==> config.mk <==
export PLATFORM = sky130hd
export DESIGN_NAME = circle_rasterizer_flat
export DESIGN_NICKNAME = d
export VERILOG_FILES = /design/src/design/circ_pkg.sv /design/src/design/circ_if.sv /design/src/design/circle_rasterizer.sv /design/src/design/circ_fifo.sv /design/src/design/circ_front.sv /design/src/design/circ_back.sv /design/src/flat_wrapper.sv
export SDC_FILE = /design/constraint.sdc
export NUM_CORES = 1
export LEC_CHECK = 0
export BUFFER_PORTS_ARGS = -buffer_cell sky130_fd_sc_hd__buf_2
export CORE_ASPECT_RATIO = 1.4
export CORE_UTILIZATION = 64
export CTS_CLUSTER_DIAMETER = 40
export CTS_CLUSTER_SIZE = 25
export DETAILED_ROUTE_END_ITERATION = 6
export PLACE_DENSITY_LB_ADDON = 0.3
export SLEW_MARGIN = 10
export SYNTH_ARGS = -nofsm -noshare
export SYNTH_HDL_FRONTEND = slang
export SYNTH_HIERARCHICAL = 1
export SYNTH_SLANG_ARGS = --single-unit
==> constraint.sdc <==
create_clock -name clk -period 8.95 [get_ports clk]
set_input_delay 0.895 -clock clk [delete_from_list [all_inputs] [get_ports clk]]
set_output_delay 0.895 -clock clk [all_outputs]
set_load 0.02 [all_outputs]
==> src/design/circ_pkg.sv <==
// circle rasterizer package: widths, codes and register map
`default_nettype none

package circ_pkg;

    // default geometry
    localparam int COORD_WIDTH  = 16;
    localparam int RADIUS_WIDTH = 8;
    localparam int COLOR_WIDTH  = 16;

    // step queue between front and back
    localparam int QUEUE_DEPTH = 2;

    // configuration port
    localparam int PADDR_WIDTH = 3;
    localparam int PDATA_WIDTH = 32;
    localparam int REG_IDX_WIDTH = PADDR_WIDTH - 2;
    localparam logic [REG_IDX_WIDTH-1:0] REG_PEN_COLOR = 1'b0;

    // item operation codes
    typedef enum logic {
        OP_START = 1'b0,
        OP_STEP  = 1'b1
    } op_t;

endpackage

`default_nettype wire

==> src/design/circ_if.sv <==
// item channels of the circle rasterizer: input items and pixel items
`default_nettype none

interface circ_in_if #(
    parameter int COORD_WIDTH  = circ_pkg::COORD_WIDTH,
    parameter int RADIUS_WIDTH = circ_pkg::RADIUS_WIDTH
);
    logic                    valid;
    logic                    ready;
    logic                    operation;
    logic [COORD_WIDTH-1:0]  center_x;
    logic [COORD_WIDTH-1:0]  center_y;
    logic [RADIUS_WIDTH-1:0] radius;

    modport source (
        output valid, operation, center_x, center_y, radius,
        input  ready
    );
    modport sink (
        input  valid, operation, center_x, center_y, radius,
        output ready
    );
endinterface

interface circ_out_if #(
    parameter int COORD_WIDTH = circ_pkg::COORD_WIDTH,
    parameter int COLOR_WIDTH = circ_pkg::COLOR_WIDTH
);
    logic                   valid;
    logic                   ready;
    logic [COORD_WIDTH-1:0] pixel_x;
    logic [COORD_WIDTH-1:0] pixel_y;
    logic [COLOR_WIDTH-1:0] pixel_color;
    logic                   last_of_step;
    logic                   circle_done;

    modport source (
        output valid, pixel_x, pixel_y, pixel_color, last_of_step, circle_done,
        input  ready
    );
    modport sink (
        input  valid, pixel_x, pixel_y, pixel_color, last_of_step, circle_done,
        output ready
    );
endinterface

`default_nettype wire

==> src/design/circle_rasterizer.sv <==
// circle rasterizer top level: config register, front end, step queue, back end
//
// Midpoint circle pixel generator with eight-way symmetry. A start item
// (operation 0) loads the centre and radius and produces nothing; each step
// item (operation 1) produces the eight mirrored pixels of the current octant
// point, in the order (x+a,y-b) (x+b,y-a) (x+b,y+a) (x+a,y+b) (x-a,y+b)
// (x-b,y+a) (x-a,y-b) (x-b,y-a), duplicates kept, and advances the point.
// The eighth pixel carries last_of_step, and on the final step of a circle
// also circle_done, after which further steps are ignored until the next
// start. Coordinates wrap modulo 2^COORD_WIDTH. Every pixel carries the pen
// colour held in the register at byte address 0 of the APB port. A step
// yields eight pixels, one pixel per cycle while the pixel channel is ready,
// sequenced by the back end's beat counter; start items and ignored steps
// queue nothing. The front end updates the circle state once per item and
// keeps running ahead of the back end while the two-entry step queue has room.
`default_nettype none

module circle_rasterizer #(
    parameter int COORD_WIDTH  = circ_pkg::COORD_WIDTH,
    parameter int RADIUS_WIDTH = circ_pkg::RADIUS_WIDTH,
    parameter int QUEUE_DEPTH  = circ_pkg::QUEUE_DEPTH
) (
    input  wire logic                             clk,
    input  wire logic                             rst_n,
    // configuration port
    input  wire logic                             psel,
    input  wire logic                             penable,
    input  wire logic                             pwrite,
    input  wire logic [circ_pkg::PADDR_WIDTH-1:0] paddr,
    input  wire logic [circ_pkg::PDATA_WIDTH-1:0] pwdata,
    output logic      [circ_pkg::PDATA_WIDTH-1:0] prdata,
    output logic                                  pready,
    // item channels
    circ_in_if.sink                               in_ch,
    circ_out_if.source                            out_ch
);
    localparam int CLW = circ_pkg::COLOR_WIDTH;
    // step record: centre, octant point, colour, final-step flag
    localparam int REC_WIDTH = 2 * COORD_WIDTH + 2 * RADIUS_WIDTH + CLW + 1;

    logic [CLW-1:0] pen_color_reg, pen_color_next;
    logic           cfg_write, pen_sel;

    logic                 push, push_ready, pop, pop_valid;
    logic [REC_WIDTH-1:0] push_data, pop_data;

    // register map, writes complete in the access phase
    assign pready    = 1'b1;
    assign cfg_write = psel && penable && pwrite;
    assign pen_sel   = (paddr[circ_pkg::PADDR_WIDTH-1:2] == circ_pkg::REG_PEN_COLOR);

    assign pen_color_next = (cfg_write && pen_sel) ? pwdata[CLW-1:0] : pen_color_reg;
    assign prdata = pen_sel ? circ_pkg::PDATA_WIDTH'(pen_color_reg) : '0;

    always_ff @(posedge clk or negedge rst_n)
    begin
        if (!rst_n)
        begin
            pen_color_reg <= '0;
        end
        else
        begin
            pen_color_reg <= pen_color_next;
        end
    end

    // front: classifies items and steps the midpoint state
    circ_front #(
        .COORD_WIDTH  (COORD_WIDTH),
        .RADIUS_WIDTH (RADIUS_WIDTH),
        .REC_WIDTH    (REC_WIDTH)
    ) u_front (
        .clk        (clk),
        .rst_n      (rst_n),
        .in_ch      (in_ch),
        .pen_color  (pen_color_reg),
        .push       (push),
        .push_data  (push_data),
        .push_ready (push_ready)
    );

    // queue of pending steps, decouples the two sides
    circ_fifo #(
        .WIDTH (REC_WIDTH),
        .DEPTH (QUEUE_DEPTH)
    ) u_queue (
        .clk        (clk),
        .rst_n      (rst_n),
        .push       (push),
        .push_data  (push_data),
        .push_ready (push_ready),
        .pop        (pop),
        .pop_data   (pop_data),
        .pop_valid  (pop_valid)
    );

    // back: emits eight pixels per step record, back to back across records
    circ_back #(
        .COORD_WIDTH  (COORD_WIDTH),
        .RADIUS_WIDTH (RADIUS_WIDTH),
        .REC_WIDTH    (REC_WIDTH)
    ) u_back (
        .clk       (clk),
        .rst_n     (rst_n),
        .pop_valid (pop_valid),
        .pop_data  (pop_data),
        .pop       (pop),
        .out_ch    (out_ch)
    );

endmodule

`default_nettype wire

==> src/design/circ_fifo.sv <==
// small register queue carrying step records from front to back
`default_nettype none

module circ_fifo #(
    parameter int WIDTH = 8,
    parameter int DEPTH = circ_pkg::QUEUE_DEPTH
) (
    input  wire logic             clk,
    input  wire logic             rst_n,
    input  wire logic             push,
    input  wire logic [WIDTH-1:0] push_data,
    output logic                  push_ready,
    input  wire logic             pop,
    output logic [WIDTH-1:0]      pop_data,
    output logic                  pop_valid
);
    localparam int PW = (DEPTH > 1) ? $clog2(DEPTH) : 1;
    localparam int CNTW = $clog2(DEPTH + 1);
    localparam logic [PW-1:0] LAST_PTR = PW'(DEPTH - 1);
    localparam logic [CNTW-1:0] FULL_CNT = CNTW'(DEPTH);

    logic [WIDTH-1:0] entry_reg [DEPTH];
    logic [PW-1:0]    wr_ptr_reg, wr_ptr_next;
    logic [PW-1:0]    rd_ptr_reg, rd_ptr_next;
    logic [CNTW-1:0]  count_reg, count_next;
    logic             do_push, do_pop;

    assign push_ready = (count_reg != FULL_CNT);
    assign pop_valid  = (count_reg != '0);
    assign pop_data   = entry_reg[rd_ptr_reg];
    assign do_push    = push && push_ready;
    assign do_pop     = pop && pop_valid;

    always_comb
    begin
        wr_ptr_next = wr_ptr_reg;
        rd_ptr_next = rd_ptr_reg;
        count_next  = count_reg;
        if (do_push)
        begin
            wr_ptr_next = (wr_ptr_reg == LAST_PTR) ? '0 : wr_ptr_reg + 1'b1;
        end
        if (do_pop)
        begin
            rd_ptr_next = (rd_ptr_reg == LAST_PTR) ? '0 : rd_ptr_reg + 1'b1;
        end
        if (do_push && !do_pop)
        begin
            count_next = count_reg + 1'b1;
        end
        else if (do_pop && !do_push)
        begin
            count_next = count_reg - 1'b1;
        end
    end

    always_ff @(posedge clk or negedge rst_n)
    begin
        if (!rst_n)
        begin
            wr_ptr_reg <= '0;
            rd_ptr_reg <= '0;
            count_reg  <= '0;
        end
        else
        begin
            wr_ptr_reg <= wr_ptr_next;
            rd_ptr_reg <= rd_ptr_next;
            count_reg  <= count_next;
        end
    end

    always_ff @(posedge clk)
    begin
        if (do_push)
        begin
            entry_reg[wr_ptr_reg] <= push_data;
        end
    end

endmodule

`default_nettype wire

==> src/design/circ_front.sv <==
// front end: takes items, holds the midpoint state and queues step records
`default_nettype none

module circ_front #(
    parameter int COORD_WIDTH  = circ_pkg::COORD_WIDTH,
    parameter int RADIUS_WIDTH = circ_pkg::RADIUS_WIDTH,
    parameter int REC_WIDTH    = 2 * COORD_WIDTH + 2 * RADIUS_WIDTH
                                 + circ_pkg::COLOR_WIDTH + 1
) (
    input  wire logic                             clk,
    input  wire logic                             rst_n,
    circ_in_if.sink                               in_ch,
    input  wire logic [circ_pkg::COLOR_WIDTH-1:0] pen_color,
    output logic                                  push,
    output logic [REC_WIDTH-1:0]                  push_data,
    input  wire logic                             push_ready
);
    localparam int AW = RADIUS_WIDTH + 1;   // a may reach radius + 1
    localparam int BW = RADIUS_WIDTH + 2;   // b signed, may fall to -1
    localparam int DW = RADIUS_WIDTH + 5;   // decision, signed
    localparam logic [DW-1:0] K3  = DW'(3);
    localparam logic [DW-1:0] K6  = DW'(6);
    localparam logic [DW-1:0] K10 = DW'(10);

    logic [COORD_WIDTH-1:0] cx_reg, cx_next;
    logic [COORD_WIDTH-1:0] cy_reg, cy_next;
    logic [AW-1:0]          a_reg, a_next;
    logic [BW-1:0]          b_reg, b_next;
    logic [DW-1:0]          d_reg, d_next;
    logic                   active_reg, active_next;

    logic          accept, is_step;
    logic [DW-1:0] a_ext, b_ext, d_step;
    logic [AW-1:0] a_step;
    logic [BW-1:0] b_step;
    logic          done;

    assign in_ch.ready = push_ready;
    assign accept  = in_ch.valid && push_ready;
    assign is_step = (circ_pkg::op_t'(in_ch.operation) == circ_pkg::OP_STEP);

    // one midpoint update
    always_comb
    begin
        a_ext  = DW'(a_reg);
        b_ext  = {{(DW - BW){b_reg[BW-1]}}, b_reg};
        a_step = a_reg + 1'b1;
        if (d_reg[DW-1])
        begin
            d_step = d_reg + {a_ext[DW-3:0], 2'b00} + K6;
            b_step = b_reg;
        end
        else
        begin
            d_step = d_reg + {a_ext[DW-3:0] - b_ext[DW-3:0], 2'b00} + K10;
            b_step = b_reg - 1'b1;
        end
        done = b_step[BW-1] || ({1'b0, a_step} > b_step);
    end

    assign push = accept && is_step && active_reg;
    assign push_data = {cx_reg, cy_reg, a_reg[RADIUS_WIDTH-1:0],
                        b_reg[RADIUS_WIDTH-1:0], pen_color, done};

    always_comb
    begin
        cx_next     = cx_reg;
        cy_next     = cy_reg;
        a_next      = a_reg;
        b_next      = b_reg;
        d_next      = d_reg;
        active_next = active_reg;
        if (accept)
        begin
            if (!is_step)
            begin
                cx_next     = in_ch.center_x;
                cy_next     = in_ch.center_y;
                a_next      = '0;
                b_next      = BW'(in_ch.radius);
                d_next      = K3 - DW'({in_ch.radius, 1'b0});
                active_next = 1'b1;
            end
            else if (active_reg)
            begin
                a_next      = a_step;
                b_next      = b_step;
                d_next      = d_step;
                active_next = !done;
            end
        end
    end

    always_ff @(posedge clk or negedge rst_n)
    begin
        if (!rst_n)
        begin
            cx_reg     <= '0;
            cy_reg     <= '0;
            a_reg      <= '0;
            b_reg      <= '0;
            d_reg      <= '0;
            active_reg <= 1'b0;
        end
        else
        begin
            cx_reg     <= cx_next;
            cy_reg     <= cy_next;
            a_reg      <= a_next;
            b_reg      <= b_next;
            d_reg      <= d_next;
            active_reg <= active_next;
        end
    end

endmodule

`default_nettype wire

==> src/design/circ_back.sv <==
// back end: expands one step record into its eight symmetric pixel items
`default_nettype none

module circ_back #(
    parameter int COORD_WIDTH  = circ_pkg::COORD_WIDTH,
    parameter int RADIUS_WIDTH = circ_pkg::RADIUS_WIDTH,
    parameter int REC_WIDTH    = 2 * COORD_WIDTH + 2 * RADIUS_WIDTH
                                 + circ_pkg::COLOR_WIDTH + 1
) (
    input  wire logic                 clk,
    input  wire logic                 rst_n,
    input  wire logic                 pop_valid,
    input  wire logic [REC_WIDTH-1:0] pop_data,
    output logic                      pop,
    circ_out_if.source                out_ch
);
    localparam int CLW = circ_pkg::COLOR_WIDTH;
    localparam logic [2:0] LAST_BEAT = 3'd7;

    logic [COORD_WIDTH-1:0]  cx_reg, cy_reg;
    logic [RADIUS_WIDTH-1:0] a_reg, b_reg;
    logic [CLW-1:0]          color_reg;
    logic                    done_reg;
    logic [2:0]              beat_reg, beat_next;
    logic                    busy_reg, busy_next;

    logic                   out_acc, last_beat;
    logic [COORD_WIDTH-1:0] a_c, b_c;

    assign out_acc   = busy_reg && out_ch.ready;
    assign last_beat = (beat_reg == LAST_BEAT);
    assign pop       = pop_valid && (!busy_reg || (out_acc && last_beat));

    always_comb
    begin
        beat_next = beat_reg;
        busy_next = busy_reg;
        if (pop)
        begin
            beat_next = '0;
            busy_next = 1'b1;
        end
        else if (out_acc)
        begin
            if (last_beat)
            begin
                busy_next = 1'b0;
            end
            else
            begin
                beat_next = beat_reg + 1'b1;
            end
        end
    end

    always_ff @(posedge clk or negedge rst_n)
    begin
        if (!rst_n)
        begin
            beat_reg <= '0;
            busy_reg <= 1'b0;
        end
        else
        begin
            beat_reg <= beat_next;
            busy_reg <= busy_next;
        end
    end

    always_ff @(posedge clk)
    begin
        if (pop)
        begin
            {cx_reg, cy_reg, a_reg, b_reg, color_reg, done_reg} <= pop_data;
        end
    end

    // octant mirror for the current beat
    always_comb
    begin
        a_c = COORD_WIDTH'(a_reg);
        b_c = COORD_WIDTH'(b_reg);
        case (beat_reg)
            3'd0:
            begin
                out_ch.pixel_x = cx_reg + a_c;
                out_ch.pixel_y = cy_reg - b_c;
            end
            3'd1:
            begin
                out_ch.pixel_x = cx_reg + b_c;
                out_ch.pixel_y = cy_reg - a_c;
            end
            3'd2:
            begin
                out_ch.pixel_x = cx_reg + b_c;
                out_ch.pixel_y = cy_reg + a_c;
            end
            3'd3:
            begin
                out_ch.pixel_x = cx_reg + a_c;
                out_ch.pixel_y = cy_reg + b_c;
            end
            3'd4:
            begin
                out_ch.pixel_x = cx_reg - a_c;
                out_ch.pixel_y = cy_reg + b_c;
            end
            3'd5:
            begin
                out_ch.pixel_x = cx_reg - b_c;
                out_ch.pixel_y = cy_reg + a_c;
            end
            3'd6:
            begin
                out_ch.pixel_x = cx_reg - a_c;
                out_ch.pixel_y = cy_reg - b_c;
            end
            default:
            begin
                out_ch.pixel_x = cx_reg - b_c;
                out_ch.pixel_y = cy_reg - a_c;
            end
        endcase
    end

    assign out_ch.valid        = busy_reg;
    assign out_ch.pixel_color  = color_reg;
    assign out_ch.last_of_step = last_beat;
    assign out_ch.circle_done  = last_beat && done_reg;

endmodule

`default_nettype wire
==> src/flat_wrapper.sv <==
// flat-port wrapper written by rule: the top's interface ports become plain ports
module circle_rasterizer_flat 
#(
    parameter int COORD_WIDTH  = circ_pkg::COORD_WIDTH,
    parameter int RADIUS_WIDTH = circ_pkg::RADIUS_WIDTH,
    parameter int QUEUE_DEPTH  = circ_pkg::QUEUE_DEPTH
)
  (clk, rst_n, psel, penable, pwrite, paddr, pwdata, prdata, pready, in_ch_valid, in_ch_operation, in_ch_center_x, in_ch_center_y, in_ch_radius, in_ch_ready, out_ch_valid, out_ch_pixel_x, out_ch_pixel_y, out_ch_pixel_color, out_ch_last_of_step, out_ch_circle_done, out_ch_ready);
  circ_in_if #(.COORD_WIDTH(COORD_WIDTH), .RADIUS_WIDTH(RADIUS_WIDTH)) in_ch_i ();
  circ_out_if #(.COORD_WIDTH(COORD_WIDTH)) out_ch_i ();
  input  wire logic clk;
  input  wire logic rst_n;
  input  wire logic psel;
  input  wire logic penable;
  input  wire logic pwrite;
  input  wire logic [circ_pkg::PADDR_WIDTH-1:0] paddr;
  input  wire logic [circ_pkg::PDATA_WIDTH-1:0] pwdata;
  output logic      [circ_pkg::PDATA_WIDTH-1:0] prdata;
  output logic pready;
  input wire logic [$bits(in_ch_i.valid)-1:0] in_ch_valid;
  input wire logic [$bits(in_ch_i.operation)-1:0] in_ch_operation;
  input wire logic [$bits(in_ch_i.center_x)-1:0] in_ch_center_x;
  input wire logic [$bits(in_ch_i.center_y)-1:0] in_ch_center_y;
  input wire logic [$bits(in_ch_i.radius)-1:0] in_ch_radius;
  output wire logic [$bits(in_ch_i.ready)-1:0] in_ch_ready;
  output wire logic [$bits(out_ch_i.valid)-1:0] out_ch_valid;
  output wire logic [$bits(out_ch_i.pixel_x)-1:0] out_ch_pixel_x;
  output wire logic [$bits(out_ch_i.pixel_y)-1:0] out_ch_pixel_y;
  output wire logic [$bits(out_ch_i.pixel_color)-1:0] out_ch_pixel_color;
  output wire logic [$bits(out_ch_i.last_of_step)-1:0] out_ch_last_of_step;
  output wire logic [$bits(out_ch_i.circle_done)-1:0] out_ch_circle_done;
  input wire logic [$bits(out_ch_i.ready)-1:0] out_ch_ready;
  assign in_ch_i.valid = in_ch_valid;
  assign in_ch_i.operation = in_ch_operation;
  assign in_ch_i.center_x = in_ch_center_x;
  assign in_ch_i.center_y = in_ch_center_y;
  assign in_ch_i.radius = in_ch_radius;
  assign in_ch_ready = in_ch_i.ready;
  assign out_ch_valid = out_ch_i.valid;
  assign out_ch_pixel_x = out_ch_i.pixel_x;
  assign out_ch_pixel_y = out_ch_i.pixel_y;
  assign out_ch_pixel_color = out_ch_i.pixel_color;
  assign out_ch_last_of_step = out_ch_i.last_of_step;
  assign out_ch_circle_done = out_ch_i.circle_done;
  assign out_ch_i.ready = out_ch_ready;
  circle_rasterizer #(.COORD_WIDTH(COORD_WIDTH), .RADIUS_WIDTH(RADIUS_WIDTH), .QUEUE_DEPTH(QUEUE_DEPTH)) u_core (.clk(clk), .rst_n(rst_n), .psel(psel), .penable(penable), .pwrite(pwrite), .paddr(paddr), .pwdata(pwdata), .prdata(prdata), .pready(pready), .in_ch(in_ch_i), .out_ch(out_ch_i));
endmodule
**Word-level counts from Yosys, hierarchy flattened**

Memory sizes are Yosys's and may differ from the RTL's. A register that Yosys moved wholly into a read port is not among the register bits.
Cells that the tools add are included.

- Output and inout bits: 85
- RAM bits: 130
- Bits in registers: 89
- Word-level logic and storage cells: 107
- Memories kept: 1
- Input bits: 83

- Equal/unequal tests: 10
- Magnitude comparators: 1
- Muxes and demuxes: 25
- Bitwise logic cells: 2
- Add/sub/neg operators: 21
- Reduce and logical (&&, ||, !) cells: 35

Memories:

| memory | depth | bits a word | read ports | clocked after memory_dff | write ports | RTL line | text |
|---|---|---|---|---|---|---|---|
| u_core.u_queue.entry_reg | 2 | 65 | 1 | 1 | 1 | circ_fifo.sv:22 | `logic [WIDTH-1:0] entry_reg [DEPTH];` |

Operators by type and width:

| kind | number |
|---|---|
| one-hot mux 16 bit (3 select lines) | 2 |
| adder 16 x 8 -> 16 bit | 4 |
| subtractor 16 x 8 -> 16 bit | 4 |
| two-way mux 13 bit | 3 |
| two-way mux 10 bit | 3 |
| two-way mux 9 bit | 2 |
| two-way mux 16 bit | 1 |
| logical AND 1 bit | 14 |
| adder 13 x 11 -> 13 bit | 1 |
| adder 13 bit | 1 |
| adder 13 x 3 -> 13 bit, second input constant | 1 |
| adder 13 x 4 -> 13 bit, second input constant | 1 |
| equality test 3 bit, second input constant | 4 |
| OR reduction 2 bit | 6 |
| subtractor 10 x 10 -> 11 bit | 1 |
| greater-than comparator 9 x 10 -> 1 bit | 1 |
| subtractor 10 x 1 -> 10 bit, second input constant | 1 |
| subtractor 2 x 9 -> 10 bit, first input constant | 1 |
| adder 9 x 1 -> 9 bit, second input constant | 1 |
| two-way mux 1 bit | 9 |
| two-way mux 3 bit | 3 |
| AND reduction 2 bit | 4 |
| nonzero test 2 bit | 4 |
| equality test 3 x 2 -> 1 bit, second input constant | 2 |
| other kinds (12) | 20 |

**Depth between registers and ports, before layout**

Gate-level depths: netlist (run 1).

- Word-level depth: 9
- Depth in mapped cells: 16
- Depth with buffers taken out: 16

**Hierarchy**

The synthesis (run 1) kept the hierarchy.

By module, submodules not included:

| module | area each (µm²) | times used | cells each | seq. area each (µm²) |
|---|---|---|---|---|
| circ_front | 5078.6 | 1 | 532 | 1601.5 |
| circ_fifo | 5046.1 | 1 | 220 | 4003.8 |
| circ_back | 4690.7 | 1 | 456 | 2052.0 |
| circle_rasterizer | 899.6 | 1 | 70 | 400.4 |

**Worst setup path after synthesis (run 1)**

No wires, ideal clock.

- Kind: reg-to-reg
- From: register u_core.u_back.beat_reg[0]
- To: register u_core.u_queue.count_reg[1]
- Cell stages (with the launch flop): 10
- Setup time: 0.079 ns
- Period minus slack after synthesis: 5.154 ns
- Arrival: 5.075 ns
- Slack: 3.796 ns
- Path buffers: 0
- Data required time: 8.871 ns
- Cells stage by stage: dfrtp_1 ha_1 ha_1 a21boi_0 nor2b_1 nand2_1 ha_1 xor2_1 nor2_1 xor2_1

- Longest elaborated chain between the ends: 8
- Elaborated cells between the ends (all ways): 10
- Those cells by class: eq/ne (1); mux (1); reduce/logical (8)

Ends and longest elaborated chain:

| item | RTL line | text |
|---|---|---|
| from (decl) | circ_back.sv:24 | `logic [2:0] beat_reg, beat_next;` |
| from (signal assigned) | circ_back.sv:65 | `beat_reg <= beat_next;` |
| equality test 3 bit (*) | circ_back.sv:31 | `assign last_beat = (beat_reg == LAST_BEAT);` |
| via out_ch_last_of_step | flat_wrapper.sv:30 | `output wire logic [$bits(out_ch_i.last_of_step)-1:0] out_ch_last_of_step;` |
| logical AND 1 bit (*) | circ_back.sv:32 | `assign pop = pop_valid && (!busy_reg \|\| (out_acc && last_beat));` |
| logical OR 1 bit (*) | circ_back.sv:32 |  |
| logical AND 1 bit (*) | circ_back.sv:32 |  |
| via u_core.pop | circle_rasterizer.sv:44 | `logic push, push_ready, pop, pop_valid;` |
| logical AND 1 bit (*) | circ_fifo.sv:32 | `assign do_pop = pop && pop_valid;` |
| logical NOT 1 bit | circ_fifo.sv:47 | `if (do_push && !do_pop)` |
| logical AND 1 bit | circ_fifo.sv:47 |  |
| two-way mux 2 bit or nonzero test 2 bit (tied branches) | - |  |
| to (signal assigned) | circ_fifo.sv:69 | `count_reg <= count_next;` |
| to (decl) | circ_fifo.sv:25 | `logic [CNTW-1:0] count_reg, count_next;` |

The timed path passes the listed nets; every way through them passes the cells marked *.
A chain may end at the register's enable or synchronous reset.

**Worst setup path after layout (run 1)**

- From: register u_core.u_back.beat_reg[2]
- To: output out_ch_pixel_x[12]

- Longest elaborated chain between the ends: 3
- Elaborated cells between the ends (all ways): 10
- Those cells by class: eq/ne (5); mux (1); reduce/logical (4)

Ends and longest elaborated chain:

| item | RTL line | text |
|---|---|---|
| equality test 3 bit, or another cell as far along | circ_back.sv:83 | `case (beat_reg)` |
| OR reduction 2 bit (no line) | - |  |
| one-hot mux 16 bit (3 select lines) (*) | circ_back.sv:83 |  |
| to (decl) | flat_wrapper.sv:27 | `output wire logic [$bits(out_ch_i.pixel_x)-1:0] out_ch_pixel_x;` |

Mark *: on every way between the ends. The rest lies on a longest branch, timed or not.

==> flow_metrics.py, run 1 <==
metrics = {
    "run_status": {
        "status": "finished, final reports clean",
    },
    "worst_setup_path": {
        "crit_path_cell_trace": "clkinv_1, ha_1, nor2_1, o22a_1, a21oi_1, a211oi_1, ha_1, a21o_1, a221oi_1, o31a_1, o21ai_0, xnor2_1, buf_2",
        "crit_buf_inv": 2,
        "path_class": "register to primary output",
        "rrSetupSlack_ps": 4910,
        "r2r_cells": 15,
        "critPathTopFamily": "compound AO/OA/AOI/OAI gates",
        "path_max_fanout": 12,
        "arrival_ps": 4820,
        "worst_path_largest_cell_delay_ps": 590,
        "crit_cells": 13,
        "cp_common_cell": "ha_1",
        "start_kind": "register",
        "worstSetupEndpointType": "primary output",
        "cp_slowest_cell": "dfrtp_1",
        "required_ps": 8060,
    },
    "global_route": {
        "grt_overflow": 0,
        "grt_max_degree": 64,
        "antenna_found_initial": 0,
        "grt_pass1_vias": 10300,
        "grt_pass1_wl_mm": 52.6,
        "grtUsageTotal": 0.268,
    },
    "clock_tree": {
        "cts_num_sinks": 283,
        "cts_max_level": 1,
        "clockRootBuffer": "clkbuf_16",
        "clock_path_buffers": 3,
        "holdBufCountCts": 0,
        "clk_latency_ps": 550,
        "clkSlewWorstSetupHoldPaths_ps": 80,
        "cts_resized": 0,
        "post_cts_buffers": 0,
        "numCtsBuffers": 28,
        "cts_tree": "done",
    },
    "timing": {
        "timing.slew.headroom": 0.245,
        "maxSlewViolCount": 0,
        "min_period_ps": 5710,
        "rsz0062_at_grt": "no",
        "finalSetupViolCount": 0,
        "period_share": 0.638,
        "finClkSkew_ps": 12.6,
        "fin_setup_tns_ps": 0,
        "hold_ws_ps": 245,
        "max_freq_mhz": 175,
        "final-hold-violation-count": 0,
        "worstMarginPinSlew_ps": 1130,
    },
    "yosys": {
        "synth_async_sr_flop_share": 0.311,
        "yosysTopAreaCell": "edfxtp_1",
        "synth_area_leaders": "edfxtp_1 37%, dfrtp_1 14%, ha_1 8.0%",
        "ys_seq_elements": 283,
        "avgSynthCellArea_um2": 12.3,
        "synthTopCellsByCount": "195 x edfxtp_1, 101 x ha_1, 88 x dfrtp_1",
        "syn_inst": 1278,
        "synth-edff-count": 195,
        "ys_types": 73,
        "yosysMostFrequentCell": "edfxtp_1",
        "synth_top_area_share": 0.373,
        "synthFlopType": "edfxtp_1",
        "synth-seq-area-share": 0.513,
        "synth_warnings": 6,
        "synth_area_um2": 15700,
    },
    "place": {
        "hpwl_mm": 23.6,
        "gp_congestion": 0.965,
        "dpl_cell_area_um2": 16300,
        "portBuffers": 132,
    },
    "finish": {
        "fin_nets": 1566,
        "num_antenna_cells": 0,
        "area.growth.synth_to_final_pct": 10.1,
        "layout-drive-gt1-share": 0.241,
        "largest_register_ffs": 130,
        "fin_area_um2": 17300,
    },
    "detailed_routing": {
        "routed_wl_mm": 33.1,
        "first_pass_iters": 6,
        "vias": 10200,
        "routedWlPerCell_um": 19.4,
        "ant_nets": 0,
        "drc_errors": 0,
        "drtIter0Drc": 723,
        "via_per_inst": 5.98,
    },
    "floorplanning": {
        "fp.dieArea_um2": 25200,
        "die_w_um": 134,
        "die_h_um": 187,
        "coreArea_um2": 24100,
        "rows": 67,
        "start_util": 0.653,
        "boundaryPins": 168,
    },
    "power": {
        "power.density_nw_per_um2": 398,
        "leakage_nw": 7.14,
        "vdd_drop_max_uv": 491,
    },
    "run": {
        "max_cap_violations": 0,
    },
    "worst_hold_path": {
        "min_path_type": "primary input to asynchronous set/reset pin",
    },
}
==> layout make-up <==
class                           instances  area, um2
Multi-Input combinational cell        868       6920
Fill cell                            1638       6760
Clock inverter                         21        255
Timing Repair Buffer                  138        708
Clock buffer                           31        753
Sequential cell                       283       8060
Tap cell                              310        388
Inverter                               58        218
==> power by group <==
group | switching [mW] | total (mW) | leakage [nW] | internal (mW)
Sequential | 0.222 | 2.00 | 2.83 | 1.77
Clock | 0.574 | 1.23 | 0.489 | 0.655
Combinational | 2.14 | 3.66 | 3.82 | 1.52
Total | 2.94 | 6.89 | 7.14 | 3.95
==> cells in the final DEF, fill, tap and decap left out, drive strengths merged, types with 19 or more instances in the layout <==
cell type | netlist | final
nand3 | 19 | 19
mux2 | 117 | 117
nand2b | 20 | 20
a21oi | 76 | 76
dfrtp | 88 | 88
edfxtp | 195 | 195
o21ai | 77 | 77
inv | 55 | 67
xnor2 | 43 | 43
nand2 | 78 | 78
nor2 | 47 | 47
ha | 101 | 101
xor2 | 26 | 26
nor3 | 22 | 22
clkbuf | 16 | 31
nor2b | 24 | 24
buf | 68 | 138
==> path summary, 6_finish.rpt <==
check                                             endpoint                       from
max                                     out_ch_pixel_x[12]  u_core/u_back/beat_reg[2]
min                                u_core/pen_color_reg[4]                      rst_n
max reg2reg                       u_core/u_front/d_reg[12]    u_core/u_front/a_reg[0]
min reg2reg                u_core/u_queue/entry_reg[1][40]   u_core/u_front/cy_reg[7]
max in group asynchronous         u_core/u_front/d_reg[11]                      rst_n
min in group clk           u_core/u_queue/entry_reg[1][40]   u_core/u_front/cy_reg[7]
==> metal layers <==
layer	routed length [um]	vias up	global-route usage	share of wire
met1	12800	4990	0.312	0.39
met2	18400	274	0.510	0.56
met3	1110	59	0.0282	0.033
met4	794	0	0.0830	0.024
li1	-	4904	-	-
met5	0	-	0	0
==> through the flow <==
step           worst slack, ps  std cells   util  power (mW)
5_1_grt                   2830       1709  0.719        7.33
3_5_place_dp              3880       1657  0.677        5.64
2_1_floorplan             3800       1293      -        4.78
6_report                  3240       1709  0.719        6.89
4_1_cts                   3290       1709  0.719        6.90
3_3_place_gp              3950       1657  0.677        5.53
==> cells by family after synthesis <==
kind of cell	count (synthesis)	share of synthesized area
buffers and inverters	142	0.0523
XOR/XNOR	69	0.0385
multiplexers	124	0.100
adder cells (fa/ha/maj)	106	0.0868
AO/OA/AOI/OAI	290	0.118
flip-flops	283	0.513
other	2	0.000478
AND/OR/NAND/NOR	262	0.0905
Power figures use the tool's default switching activity.
==> run 2, diff against run 1 <==
Settings changed: CORE_UTILIZATION 64 to 54.
Clock period 8.95 ns to 4.9 ns, I/O delays scaled along.
==> run 2 against run 1 <==
- critical path depth grew 1
- die area grew 18%
- clock-buffer cell count shrank 1
- first-iteration DRC count shrank 37%
- global-route usage shrank 4.4 points
- routed wire length shrank 0.77%
- critical path type unchanged
==> flow_metrics.py, run 2 (synthesis results as in run 1) <==
metrics = {
    "run_status": {
        "status": "finished, final reports clean",
    },
    "timing": {
        "fin_setup_tns_ps": 0,
        "timing.slew.headroom": 0.246,
        "final-hold-violation-count": 0,
        "finClkSkew_ps": 11.5,
        "worstMarginPinSlew_ps": 1120,
        "min_period_ps": 4660,
        "period_share": 0.950,
        "finalSetupViolCount": 0,
        "maxSlewViolCount": 0,
        "setup_slack_ps": 245,
        "max_freq_mhz": 215,
    },
    "power": {
        "pwr-share-seq": 0.291,
        "p_sw_mw": 5.36,
        "vdd_drop_max_uv": 588,
        "internal-power_mw": 7.38,
        "leakage_nw": 7.25,
        "switching_share": 0.421,
        "combinationalPowerShare": 0.526,
        "p_clk_frac": 0.183,
        "power.density_nw_per_um2": 723,
    },
    "detailed_routing": {
        "drtIter0Drc": 453,
        "ant_nets": 0,
        "first_pass_iters": 5,
        "vias": 10200,
        "routed_wl_mm": 32.8,
        "via_per_inst": 5.68,
        "routedWlPerCell_um": 18.3,
        "drc_errors": 0,
    },
    "finish": {
        "fin_nets": 1581,
        "final_common_cell": "edfxtp_1",
        "fin_cells": 1791,
        "most-common-layout-cells": "195 x edfxtp_1, 131 x buf_2, 101 x ha_1, 86 x dfrtp_1, 77 x nand2_1",
        "largest_register_ffs": 130,
        "layout-drive-gt1-share": 0.257,
        "area.growth.synth_to_final_pct": 12.2,
    },
    "global_route": {
        "grt_overflow": 0,
        "grt_pass1_wl_mm": 52.8,
        "antenna_found_initial": 1,
        "grt_max_degree": 66,
        "grt_pass1_vias": 10400,
        "grtUsageTotal": 0.224,
    },
    "worst_setup_path": {
        "critPathTopFamily": "compound AO/OA/AOI/OAI gates",
        "arrival_ps": 4170,
        "path_class": "register to primary output",
        "worst_path_largest_cell_delay_ps": 500,
        "path_max_fanout": 5,
        "cp_slowest_cell": "edfxtp_1",
        "worstSetupEndpointType": "primary output",
        "start_kind": "register",
        "crit_buf_inv": 1,
        "required_ps": 4410,
        "crit_path_cell_trace": "or3_4, or3_4, nor3_1, ha_1, a222oi_1, nand2_1, o21ai_2, ha_1, a21oi_2, o21ai_0, a21oi_2, o21ai_0, xnor2_1, buf_2",
    },
    "floorplanning": {
        "coreArea_um2": 28500,
        "die_h_um": 204,
        "start_util": 0.551,
        "die_w_um": 146,
        "rows": 73,
        "fp.dieArea_um2": 29800,
        "boundaryPins": 168,
    },
    "place": {
        "hpwl_mm": 23.8,
        "gp_congestion": 0.918,
        "dp_cells": 1729,
        "post-place-ws_ps": 389,
        "portBuffers": 132,
    },
    "clock_tree": {
        "cts_num_sinks": 283,
        "clock_path_buffers": 3,
        "clockRootBuffer": "clkbuf_16",
        "holdBufCountCts": 0,
        "numCtsBuffers": 29,
        "cts_tree": "done",
        "clk_latency_ps": 560,
        "cts_max_level": 1,
        "clkSlewWorstSetupHoldPaths_ps": 80,
    },
    "run": {
        "max_cap_violations": 0,
    },
    "worst_hold_path": {
        "min_path_type": "primary input to asynchronous set/reset pin",
    },
}
run 2: cell types whose count changed in the layout (fill, tap and decap cells not counted), moves of 3 or more:
cell / before / now
buf_4: 7 / 19
inv_12: 4 / 0
inv_8: 3 / 7
o21ai_0: 74 / 71
run 2: power groups by stage:
stage | sequential, mW | combinational (mW) | clock, mW
3_5_place_dp | 3.76 | 6.61 | 0
3_3_place_gp | 3.73 | 6.47 | 0
2_1_floorplan | 3.54 | 5.19 | 0
5_1_grt | 3.78 | 7.48 | 2.46
4_1_cts | 3.71 | 6.65 | 2.38
6_report | 3.71 | 6.70 | 2.33
run 2: area by class of cell:
type	count	area [um2]
Sequential cell	283	8060
Clock buffer	30	729
Fill cell	2249	10900
Antenna cell	1	2.50
Clock inverter	24	324
Inverter	58	218
Multi-Input combinational cell	868	6990
Tap cell	375	469
Timing Repair Buffer	152	838
run 2: layer usage:
metal  wire (um)  global-route usage  part of all wire  vias up
met5           0                   0                 0        -
met3        1320              0.0275             0.040       76
met1       12800               0.253              0.39     4916
li1            -                   -                 -     4925
met2       17500               0.422              0.53      255
met4        1200              0.0978             0.036        0
run 2: final timing paths:
| kind | start | end | slack (ps) | cells after the start |
|---|---|---|---|---|
| setup / recovery | u_core/u_back/b_reg[0] | out_ch_pixel_y[12] | 240 | 14 |
| hold / removal | rst_n | u_core/u_front/cx_reg[6] | 70 | 1 |
| setup reg to reg | u_core/u_front/b_reg[1] | u_core/u_front/d_reg[12] | 850 | 15 |
| hold reg to reg | u_core/u_front/cx_reg[5] | u_core/u_queue/entry_reg[1][54] | 460 | 0 |
| max in group asynchronous | rst_n | u_core/u_front/d_reg[5] | 3870 | 2 |
| min in group clk | pwdata[6] | u_core/pen_color_reg[6] | 160 | 2 |
run 2: through the flow:
step	power (mW)	instance area [um2]	utilization	hold WS (ps)
finish	12.7	17600	0.619	74.8
global route	13.7	17600	0.619	130
floorplan	8.73	15800	-	194
global placement	10.2	16500	0.577	443
detailed placement	10.4	16500	0.577	450
CTS	12.8	17500	0.615	90.9
run 2: timing repair:
| item | in CTS | in global routing |
|---|---|---|
| setup buffers | 0 | 7 |
| resized for setup | 5 | 13 |
| setup endpoints to repair | 7 | 10 |
| pin swaps | 1 | 4 |
